==> config.mk <==
export PLATFORM = sky130hd
export DESIGN_NAME = clock_command_line_parser_flat
export DESIGN_NICKNAME = d
export VERILOG_FILES = /design/src/sv/clp_pkg.sv /design/src/sv/clp_if.sv /design/src/sv/clock_command_line_parser.sv /design/src/flat_wrapper.sv
export SDC_FILE = /design/constraint.sdc
export NUM_CORES = 1
export LEC_CHECK = 0
export ABC_CLOCK_PERIOD_IN_PS = 4200
export BUFFER_PORTS_ARGS = -buffer_cell sky130_fd_sc_hd__buf_4
export CAP_MARGIN = 20
export CORE_ASPECT_RATIO = 0.6
export CORE_MARGIN = 5
export CORE_UTILIZATION = 25
export DETAILED_ROUTE_END_ITERATION = 10
export PLACE_DENSITY = 0.44
export SYNTH_ARGS = -nofsm -noshare
export SYNTH_HDL_FRONTEND = slang
export SYNTH_SLANG_ARGS = --single-unit
==> constraint.sdc <==
create_clock -name i_clk -period 4.2 [get_ports i_clk]
set_input_delay 0.21 -clock i_clk [delete_from_list [all_inputs] [get_ports i_clk]]
set_output_delay 0.21 -clock i_clk [all_outputs]
set_load 0.01 [all_outputs]
==> src/sv/clp_pkg.sv <==
package clp_pkg;

    localparam int LINE_CAPACITY = 64;
    localparam int LEN_W         = $clog2(LINE_CAPACITY + 1);
    localparam int HEAD_DEPTH    = 7;
    localparam int HEAD_IDX_W    = $clog2(HEAD_DEPTH);

    localparam logic [7:0] CH_BANG = 8'h21;
    localparam logic [7:0] CH_LF   = 8'h0A;
    localparam logic [7:0] CH_CR   = 8'h0D;
    localparam logic [7:0] CH_T    = 8'h74;
    localparam logic [7:0] CH_H    = 8'h68;
    localparam logic [7:0] CH_F    = 8'h66;
    localparam logic [7:0] CH_0    = 8'h30;
    localparam logic [7:0] CH_1    = 8'h31;

    localparam logic [7:0] MAX_HOURS = 8'd23;
    localparam logic [7:0] MAX_MS    = 8'd59;

    localparam logic [1:0] CMD_NONE = 2'd0;
    localparam logic [1:0] CMD_TIME = 2'd1;
    localparam logic [1:0] CMD_MODE = 2'd2;
    localparam logic [1:0] CMD_FREQ = 2'd3;

    typedef struct packed {
        logic [7:0] echo_byte;
        logic       dfu_request;
        logic       reply_valid;
        logic       reply_ok;
        logic [1:0] command_kind;
        logic [4:0] hours;
        logic [5:0] minutes;
        logic [5:0] seconds;
        logic       hour_mode_24;
        logic [5:0] frequency;
    } t_result;

    // two ASCII digits to a value, mod 256, no digit check
    function automatic logic [7:0] digit_pair(input logic [7:0] a, input logic [7:0] b);
        logic [7:0] da;
        logic [7:0] db;
        da = a - CH_0;
        db = b - CH_0;
        return 8'(da * 8'd10 + db);
    endfunction

endpackage

==> src/sv/clp_if.sv <==
interface clp_in_if;
    logic       valid;
    logic       ready;
    logic [7:0] rx_byte;

    modport source (output valid, output rx_byte, input ready);
    modport sink   (input valid, input rx_byte, output ready);
endinterface

interface clp_out_if;
    logic              valid;
    logic              ready;
    clp_pkg::t_result  data;

    modport source (output valid, output data, input ready);
    modport sink   (input valid, input data, output ready);
endinterface

==> src/sv/clock_command_line_parser.sv <==
// Clock command line parser.
// i_rx carries one received byte per word; o_tx carries one result word per
// input word: the echoed byte, the '!' update request, and on a CR or LF that
// ends a non-empty line the ok/error reply with the parsed command fields.
// Commands: 't'HHMMSS set time, 'h'0/1 hour mode, 'f'DD frequency 1..59.
// The result word is registered and is valid in the cycle after its byte is accepted.
// Throughput: one byte per cycle while the result word is not stalled; the
// parse of the seven stored head bytes and the length counter update are
// combinational, ahead of the result register.
// i_rx.ready is high while the result register is empty or being taken, so
// a stalled receiver holds the current result and i_rx stays stalled for as
// long as it does; bytes flow again in the cycle the result is taken.
// Reset (synchronous, active low) empties the result register and clears
// the line length; head bytes are only read after written for the line.
// Lines longer than the capacity are echoed but no longer counted.
module clock_command_line_parser (
    input  logic            i_clk,
    input  logic            i_rst_n,
    clp_in_if.sink          i_rx,
    clp_out_if.source       o_tx
);

    logic [clp_pkg::LEN_W-1:0] r_len;
    logic [clp_pkg::LEN_W-1:0] n_len;
    logic [7:0]                r_head [clp_pkg::HEAD_DEPTH];
    logic                      n_head_we;
    logic                      r_out_valid;
    clp_pkg::t_result          r_out;
    clp_pkg::t_result          n_out;
    logic                      accept;
    logic [7:0]                c;
    logic [7:0]                hh;
    logic [7:0]                mm;
    logic [7:0]                ss;
    logic [7:0]                ff;

    assign i_rx.ready  = !r_out_valid || o_tx.ready;
    assign accept      = i_rx.valid && i_rx.ready;
    assign c           = i_rx.rx_byte;
    assign o_tx.valid  = r_out_valid;
    assign o_tx.data   = r_out;

    assign hh = clp_pkg::digit_pair(r_head[1], r_head[2]);
    assign mm = clp_pkg::digit_pair(r_head[3], r_head[4]);
    assign ss = clp_pkg::digit_pair(r_head[5], r_head[6]);
    assign ff = clp_pkg::digit_pair(r_head[1], r_head[2]);

    always_comb begin
        n_out           = '0;
        n_out.echo_byte = c;
        n_len           = r_len;
        n_head_we       = 1'b0;
        priority if (c == clp_pkg::CH_BANG) begin
            n_out.dfu_request = 1'b1;
        end else if (c == clp_pkg::CH_LF || c == clp_pkg::CH_CR) begin
            if (r_len != '0) begin
                n_out.reply_valid = 1'b1;
                n_len             = '0;
                priority if (r_head[0] == clp_pkg::CH_T
                             && r_len == clp_pkg::LEN_W'(7)) begin
                    if (hh <= clp_pkg::MAX_HOURS && mm <= clp_pkg::MAX_MS
                        && ss <= clp_pkg::MAX_MS) begin
                        n_out.reply_ok     = 1'b1;
                        n_out.command_kind = clp_pkg::CMD_TIME;
                        n_out.hours        = hh[4:0];
                        n_out.minutes      = mm[5:0];
                        n_out.seconds      = ss[5:0];
                    end
                end else if (r_head[0] == clp_pkg::CH_H
                             && r_len == clp_pkg::LEN_W'(2)) begin
                    if (r_head[1] == clp_pkg::CH_0 || r_head[1] == clp_pkg::CH_1) begin
                        n_out.reply_ok     = 1'b1;
                        n_out.command_kind = clp_pkg::CMD_MODE;
                        n_out.hour_mode_24 = (r_head[1] == clp_pkg::CH_1);
                    end
                end else if (r_head[0] == clp_pkg::CH_F
                             && r_len == clp_pkg::LEN_W'(3)) begin
                    if (ff != 8'd0 && ff <= clp_pkg::MAX_MS) begin
                        n_out.reply_ok     = 1'b1;
                        n_out.command_kind = clp_pkg::CMD_FREQ;
                        n_out.frequency    = ff[5:0];
                    end
                end else begin
                    n_out.reply_ok = 1'b0;
                end
            end
        end else begin
            if (r_len < clp_pkg::LEN_W'(clp_pkg::LINE_CAPACITY)) begin
                n_len     = r_len + clp_pkg::LEN_W'(1);
                n_head_we = (r_len < clp_pkg::LEN_W'(clp_pkg::HEAD_DEPTH));
            end
        end
    end

    always_ff @(posedge i_clk) begin
        if (!i_rst_n) begin
            r_len       <= '0;
            r_out_valid <= 1'b0;
        end else begin
            if (accept) begin
                r_len       <= n_len;
                r_out_valid <= 1'b1;
            end else if (o_tx.ready) begin
                r_out_valid <= 1'b0;
            end
        end
    end

    always_ff @(posedge i_clk) begin
        if (accept) begin
            r_out <= n_out;
        end
        if (accept && n_head_we) begin
            r_head[r_len[clp_pkg::HEAD_IDX_W-1:0]] <= c;
        end
    end

endmodule

==> src/flat_wrapper.sv <==
// flat-port wrapper written by rule: the top's interface ports become plain ports
module clock_command_line_parser_flat 
  (i_clk, i_rst_n, i_rx_valid, i_rx_rx_byte, i_rx_ready, o_tx_valid, o_tx_data, o_tx_ready);
  clp_in_if i_rx_i ();
  clp_out_if o_tx_i ();
  input  logic i_clk;
  input  logic i_rst_n;
  input wire logic [$bits(i_rx_i.valid)-1:0] i_rx_valid;
  input wire logic [$bits(i_rx_i.rx_byte)-1:0] i_rx_rx_byte;
  output wire logic [$bits(i_rx_i.ready)-1:0] i_rx_ready;
  output wire logic [$bits(o_tx_i.valid)-1:0] o_tx_valid;
  output wire logic [$bits(o_tx_i.data)-1:0] o_tx_data;
  input wire logic [$bits(o_tx_i.ready)-1:0] o_tx_ready;
  assign i_rx_i.valid = i_rx_valid;
  assign i_rx_i.rx_byte = i_rx_rx_byte;
  assign i_rx_ready = i_rx_i.ready;
  assign o_tx_valid = o_tx_i.valid;
  assign o_tx_data = o_tx_i.data;
  assign o_tx_i.ready = o_tx_ready;
  clock_command_line_parser u_core (.i_clk(i_clk), .i_rst_n(i_rst_n), .i_rx(i_rx_i), .o_tx(o_tx_i));
endmodule
-- Word-level counts from Yosys, hierarchy flattened
Memory sizes are Yosys's and may differ from the RTL's.
Cells that the tools add are included.
- memories: 1
- input port bits: 12
- logic and storage cells: 101
- latch bits: 0
- bits in writable memories: 56
- output and inout port bits: 39
- bits in read-only memories: 0
- register bits after elaboration: 45
- shifts and indexed selects: 0
- div/mod/pow operators: 0
- add/sub/neg operators: 10
- equal/unequal tests: 12
- multiplexer cells: 26
- bitwise logic cells: 9
- $lt $le $gt $ge: 6
- reductions and logical operators: 22
- multiply operators: 3
- memories (name ; words ; width ; rd ports ; clocked after Yosys merged registers in ; wr ports ; line ; text):
    u_core.r_head ; 7 ; 8 ; 7 ; 0 ; 1 ; clock_command_line_parser.sv:25 ; logic [7:0] r_head [clp_pkg::HEAD_DEPTH];
- operators with widths (operator ; count):
    subtractor 8 x 6 -> 8 bit, second input constant ; 6
    two-way mux 28 bit ; 1
    two-way mux 7 bit ; 4
    adder 8 bit ; 3
    equality test 8 x 6 -> 1 bit, second input constant ; 3
    equality test 8 x 7 -> 1 bit, second input constant ; 3
    less-or-equal comparator 8 x 6 -> 1 bit, second input constant ; 3
    multiplier 8 x 3 -> 7 bit, second input constant ; 3
    two-way mux 20 bit ; 1
    two-way mux 6 bit ; 3
    two-way mux 17 bit ; 1
    equality test 8 x 4 -> 1 bit, second input constant ; 2
    equality test 7 x 2 -> 1 bit, second input constant ; 2
    two-way mux 3 bit ; 4
    two-way mux 1 bit ; 11
    NOT 1 bit ; 9
    less-or-equal comparator 8 x 5 -> 1 bit, second input constant ; 1
    logical AND 1 bit ; 8
    nonzero test 8 bit ; 1
    adder 7 x 1 -> 7 bit, second input constant ; 1
    equality test 7 x 3 -> 1 bit, second input constant ; 1
    < comparator 7 x 3 -> 1 bit, second input constant ; 1
    < comparator 7 bit, second input constant ; 1
    nonzero test 7 bit ; 1
    other kinds (11) ; 14

-- Longest topological paths before layout
An unclocked memory read counts as a cell.
- depth after elaboration: 11
- depth in mapped cells: 14
- depth with buffers taken out: 13

-- Least setup slack after synthesis
Ideal clock, no wire load.
- path type: flip-flop to flip-flop
- from: memory u_core.r_head[1][4]
- to: register u_core.r_out (netlist bit u_core.o_tx.data[10]), data pin
- required time: 3.927 ns
- buffers on the path: 1
- period minus slack after synthesis: 3.589 ns
- setup time: 0.273 ns
- path slack: 0.611 ns
- cell stages (with the launch flop): 14
- arrival time: 3.316 ns
- cells stage by stage: edfxtp_1 ha_1 ha_1 ha_1 xnor2_1 ha_1 inv_1 ha_1 and3_1 o21a_1 o311a_1 o2111ai_4 buf_6 nor3_2
- RTL lines (item ; line ; text):
    start: declaration ; clock_command_line_parser.sv:25 ;
    end signal: assignment ; clock_command_line_parser.sv:111 ; r_out <= n_out;
    end: declaration ; clock_command_line_parser.sv:28 ; clp_pkg::t_result r_out;

==> run metrics <==
Worst Setup EP u_core.o_tx.data[17]$_SDFFCE_PP0P_; Fill cells 2066; Yosys warnings 0; CP required 4.39 ns; clk_lat worst skew 0.35 ns; Startpoint Class register; clock sinks 99; Syn Inst Count 388; slowest CP cell fa_1; layout cell share with drive strength beyond 1 19.1%; synthesized area 0.00520 mm²; RSZ-0062 raised after global routing false; Post-DP HPWL 8.69 mm; Most Frequent Cell on Critical Path ha_1; global placer's final weighted congestion 0.774; initial antenna violation count 0; final core occ 30.7%; area grow syn2layout 19.3%; P_leak 2.52 nW; Via Count 3085; TritonCTS Buffers 9; GRT overflow 0; Synth Register Bits 99; GRT Total Usage 10.4%; Reg clk slew, reported paths 0.07 ns; Hold WS 0.115 ns; Post-Place Setup Slack 0.388 ns; cts repair resizes 0; pin count of the biggest net entering global routing 38; Top Family by Delay on Critical Path adder cells; Die ar. 0.0239 mm²; post-CTS setup buffers 0; Net Count, Synth 466; placed cell count 712; Placement Rows 40; Die H 122 µm; # H-tree levels 3; Critical Path AT 4.01 ns; Reg power frac 53.5%; CTS max path bufs 2; CP Max Fanout 19; WP depth 13; Max VDD drop 0.000182 V; Min-Delay Path Class in2reg; Via density 4.23; Seq/Total Area, Yosys 55.6%; cell chosen for the clock root clkbuf_16; final non-filler cell total 729; fin crit share 91.1%; TritonCTS clock tree yes; crit-path cells ha_1, ha_1, inv_1, fa_1, inv_1, ha_1, ha_1, o21a_1, or3_1, a2111oi_4, o2111ai_4, buf_4, nor3b_1; f_max 0.261 GHz; Starting Density 25.7%; Worst setup startpoint u_core.r_head[5][3]$_DFFE_PP_; Final min period 3.83 ns; combinational power share 9.5%; Final WS setup 0.372 ns; DR pass1 iterations 4; Final Hold Viols 0; Hold-fix buffers, CTS 0; Net Sw Frac 24.0%; EDFF count, synth 91; core area 0.0202 mm²; Final setup viols 0; IO Pins 51; Final Skew 0.00998 ns; worst path buffer plus inverter count 3; WS Path Type reg2reg; P_sw 0.000504 W; Routed WL 11.8 mm; Cell variety after synth 50; setup tns final 0 ns; Relative slew margins 40.5%; global-route wire length before repair 18.8 mm; Worst-Margin Slew 0.889 ns; DRC Markers 0; diode count 0; vias in the first global route 3186; Int Pwr 0.00159 W; nature of the critical path endpoint register; ys async rst share 0%; R2R cell count 13; count of input and output buffers 50; ys flop type edfxtp_1; CP max stage delay 0.48 ns; Iteration-0 DRC Markers 144; PwrDens 338 mW/mm²; wire per inst 16.2 µm; Die Width 196 µm; DRT antenna net count 0; R2R Path Start u_core.r_head[5][3]$_DFFE_PP_; Clk pwr share 37.0%; Max-cap violations 0; Crit Reg-Reg Endpoint u_core.o_tx.data[17]$_SDFFCE_PP0P_; Max Slew Vio Count 0; R2R Setup Slk 0.37 ns; Final #Nets 529; mean post-synth cell area 13.4 µm²; status finished, final reports clean
[layer usage]
layer,GRT usage (%),up-vias,routed length (µm)
met2,13.6,78,4300
met5,0,-,0
met1,16.6,1465,6870
met4,2.09,0,92
met3,2.96,9,547
li1,-,1533,-
[worst min-delay path by stage]
stage                     cells after the start  slack [ns]                        endpoint             from
after floorplan                               0        0.31  u_core.o_tx.data[29]$_DFFE_PP_  i_rx_rx_byte[0]
after global placement                        2        0.46    u_core.r_len[3]$_SDFFE_PN0P_          i_rst_n
after detailed placement                      2        0.47    u_core.r_len[3]$_SDFFE_PN0P_          i_rst_n
after CTS                                     2        0.11    u_core.r_len[3]$_SDFFE_PN0P_          i_rst_n
after global routing                          3        0.13  u_core.o_tx.valid$_SDFFE_PN0P_       i_rx_valid
final                                         2        0.12    u_core.r_len[3]$_SDFFE_PN0P_          i_rst_n
[Yosys cell counts, types with 2 or more instances]
cell type,n,area (µm²)
a211oi_1,2,15.0
a21boi_0,2,15.0
a21o_1,8,60.1
a21oi_1,12,60.1
and3_1,4,25.0
and3b_1,2,17.5
clkbuf_1,2,7.51
dfxtp_1,8,160
edfxtp_1,91,2730
fa_1,6,120
ha_1,60,751
inv_1,47,176
nand2_1,13,48.8
nand2b_1,4,25.0
nand3_1,7,35.0
nand4_1,3,18.8
nor2_1,22,82.6
nor2b_1,4,25.0
nor3_1,11,55.1
nor3_2,10,100
nor3b_1,2,15.0
nor4b_1,3,26.3
o211ai_1,2,15.0
o21a_1,3,22.5
o21ai_0,6,30.0
or3_1,2,12.5
xnor2_1,18,158
xnor3_1,3,67.6
xor2_1,10,87.6
[worst reg2reg max path, stage by stage (launching register included)]
cell,delay (ns)
edfxtp_1,0.44
ha_1,0.33
ha_1,0.18
inv_1,0.06
fa_1,0.48
inv_1,0.05
ha_1,0.29
ha_1,0.34
o21a_1,0.13
or3_1,0.35
a2111oi_4,0.43
o2111ai_4,0.16
buf_4,0.24
nor3b_1,0.21
[area by class of cell]
cell class	instances	area [µm²]	area share, %
Multi-Input combinational cell	239	2110	34.1
Clock inverter	5	38.8	0.625
Clock buffer	11	233	3.75
Sequential cell	99	2890	46.6
Inverter	47	176	2.84
Timing Repair Buffer	55	410	6.61
Tap cell	273	342	5.50
[power groups by stage]
stage	Sequential, W	Combinational, W	Clock, W
floorplan	0.00115	0.000103	0
global placement	0.00114	0.000199	0
detailed placement	0.00114	0.000200	0
CTS	0.00112	0.000202	0.000798
global route	0.00113	0.000221	0.000839
finish	0.00112	0.000199	0.000777
[flip-flops by register name (all words and copies together) (netlist names)]
name	cells
u_core.r_head	54
u_core.o_tx.data	37
u_core.r_len	7
u_core.o_tx.valid	1
[per-stage QoR]
step                total power [W]  instance area (µm²)
global placement            0.00134                 5930
detailed placement          0.00135                 5930
CTS                         0.00212                 6200
floorplan                   0.00125                 5200
global route                0.00219                 6210
finish                      0.00210                 6210
[kinds of logic after synthesis]
group	share of synthesized area, %
flops	55.6
buf+inv	3.75
simple gates	11.3
fa+ha+maj	16.7
compound gates	6.59
xor+xnor	6.01
[layout by cell type (no fill, tap or decap), drive strengths merged, types with 3 or more instances in the layout]
cell type	count
clkbuf	11
nand3	7
xnor3	3
nor4b	3
dfxtp	8
xor2	10
a21oi	12
fa	6
xnor2	18
nand4	3
nor2	23
o2111ai	3
nor2b	4
a21o	8
edfxtp	91
inv	48
nor3	21
o21a	3
ha	60
o21ai	6
and3	4
buf	55
nand2b	4
clkinv	3
nand2	13
Power figures use the tool's default switching activity.
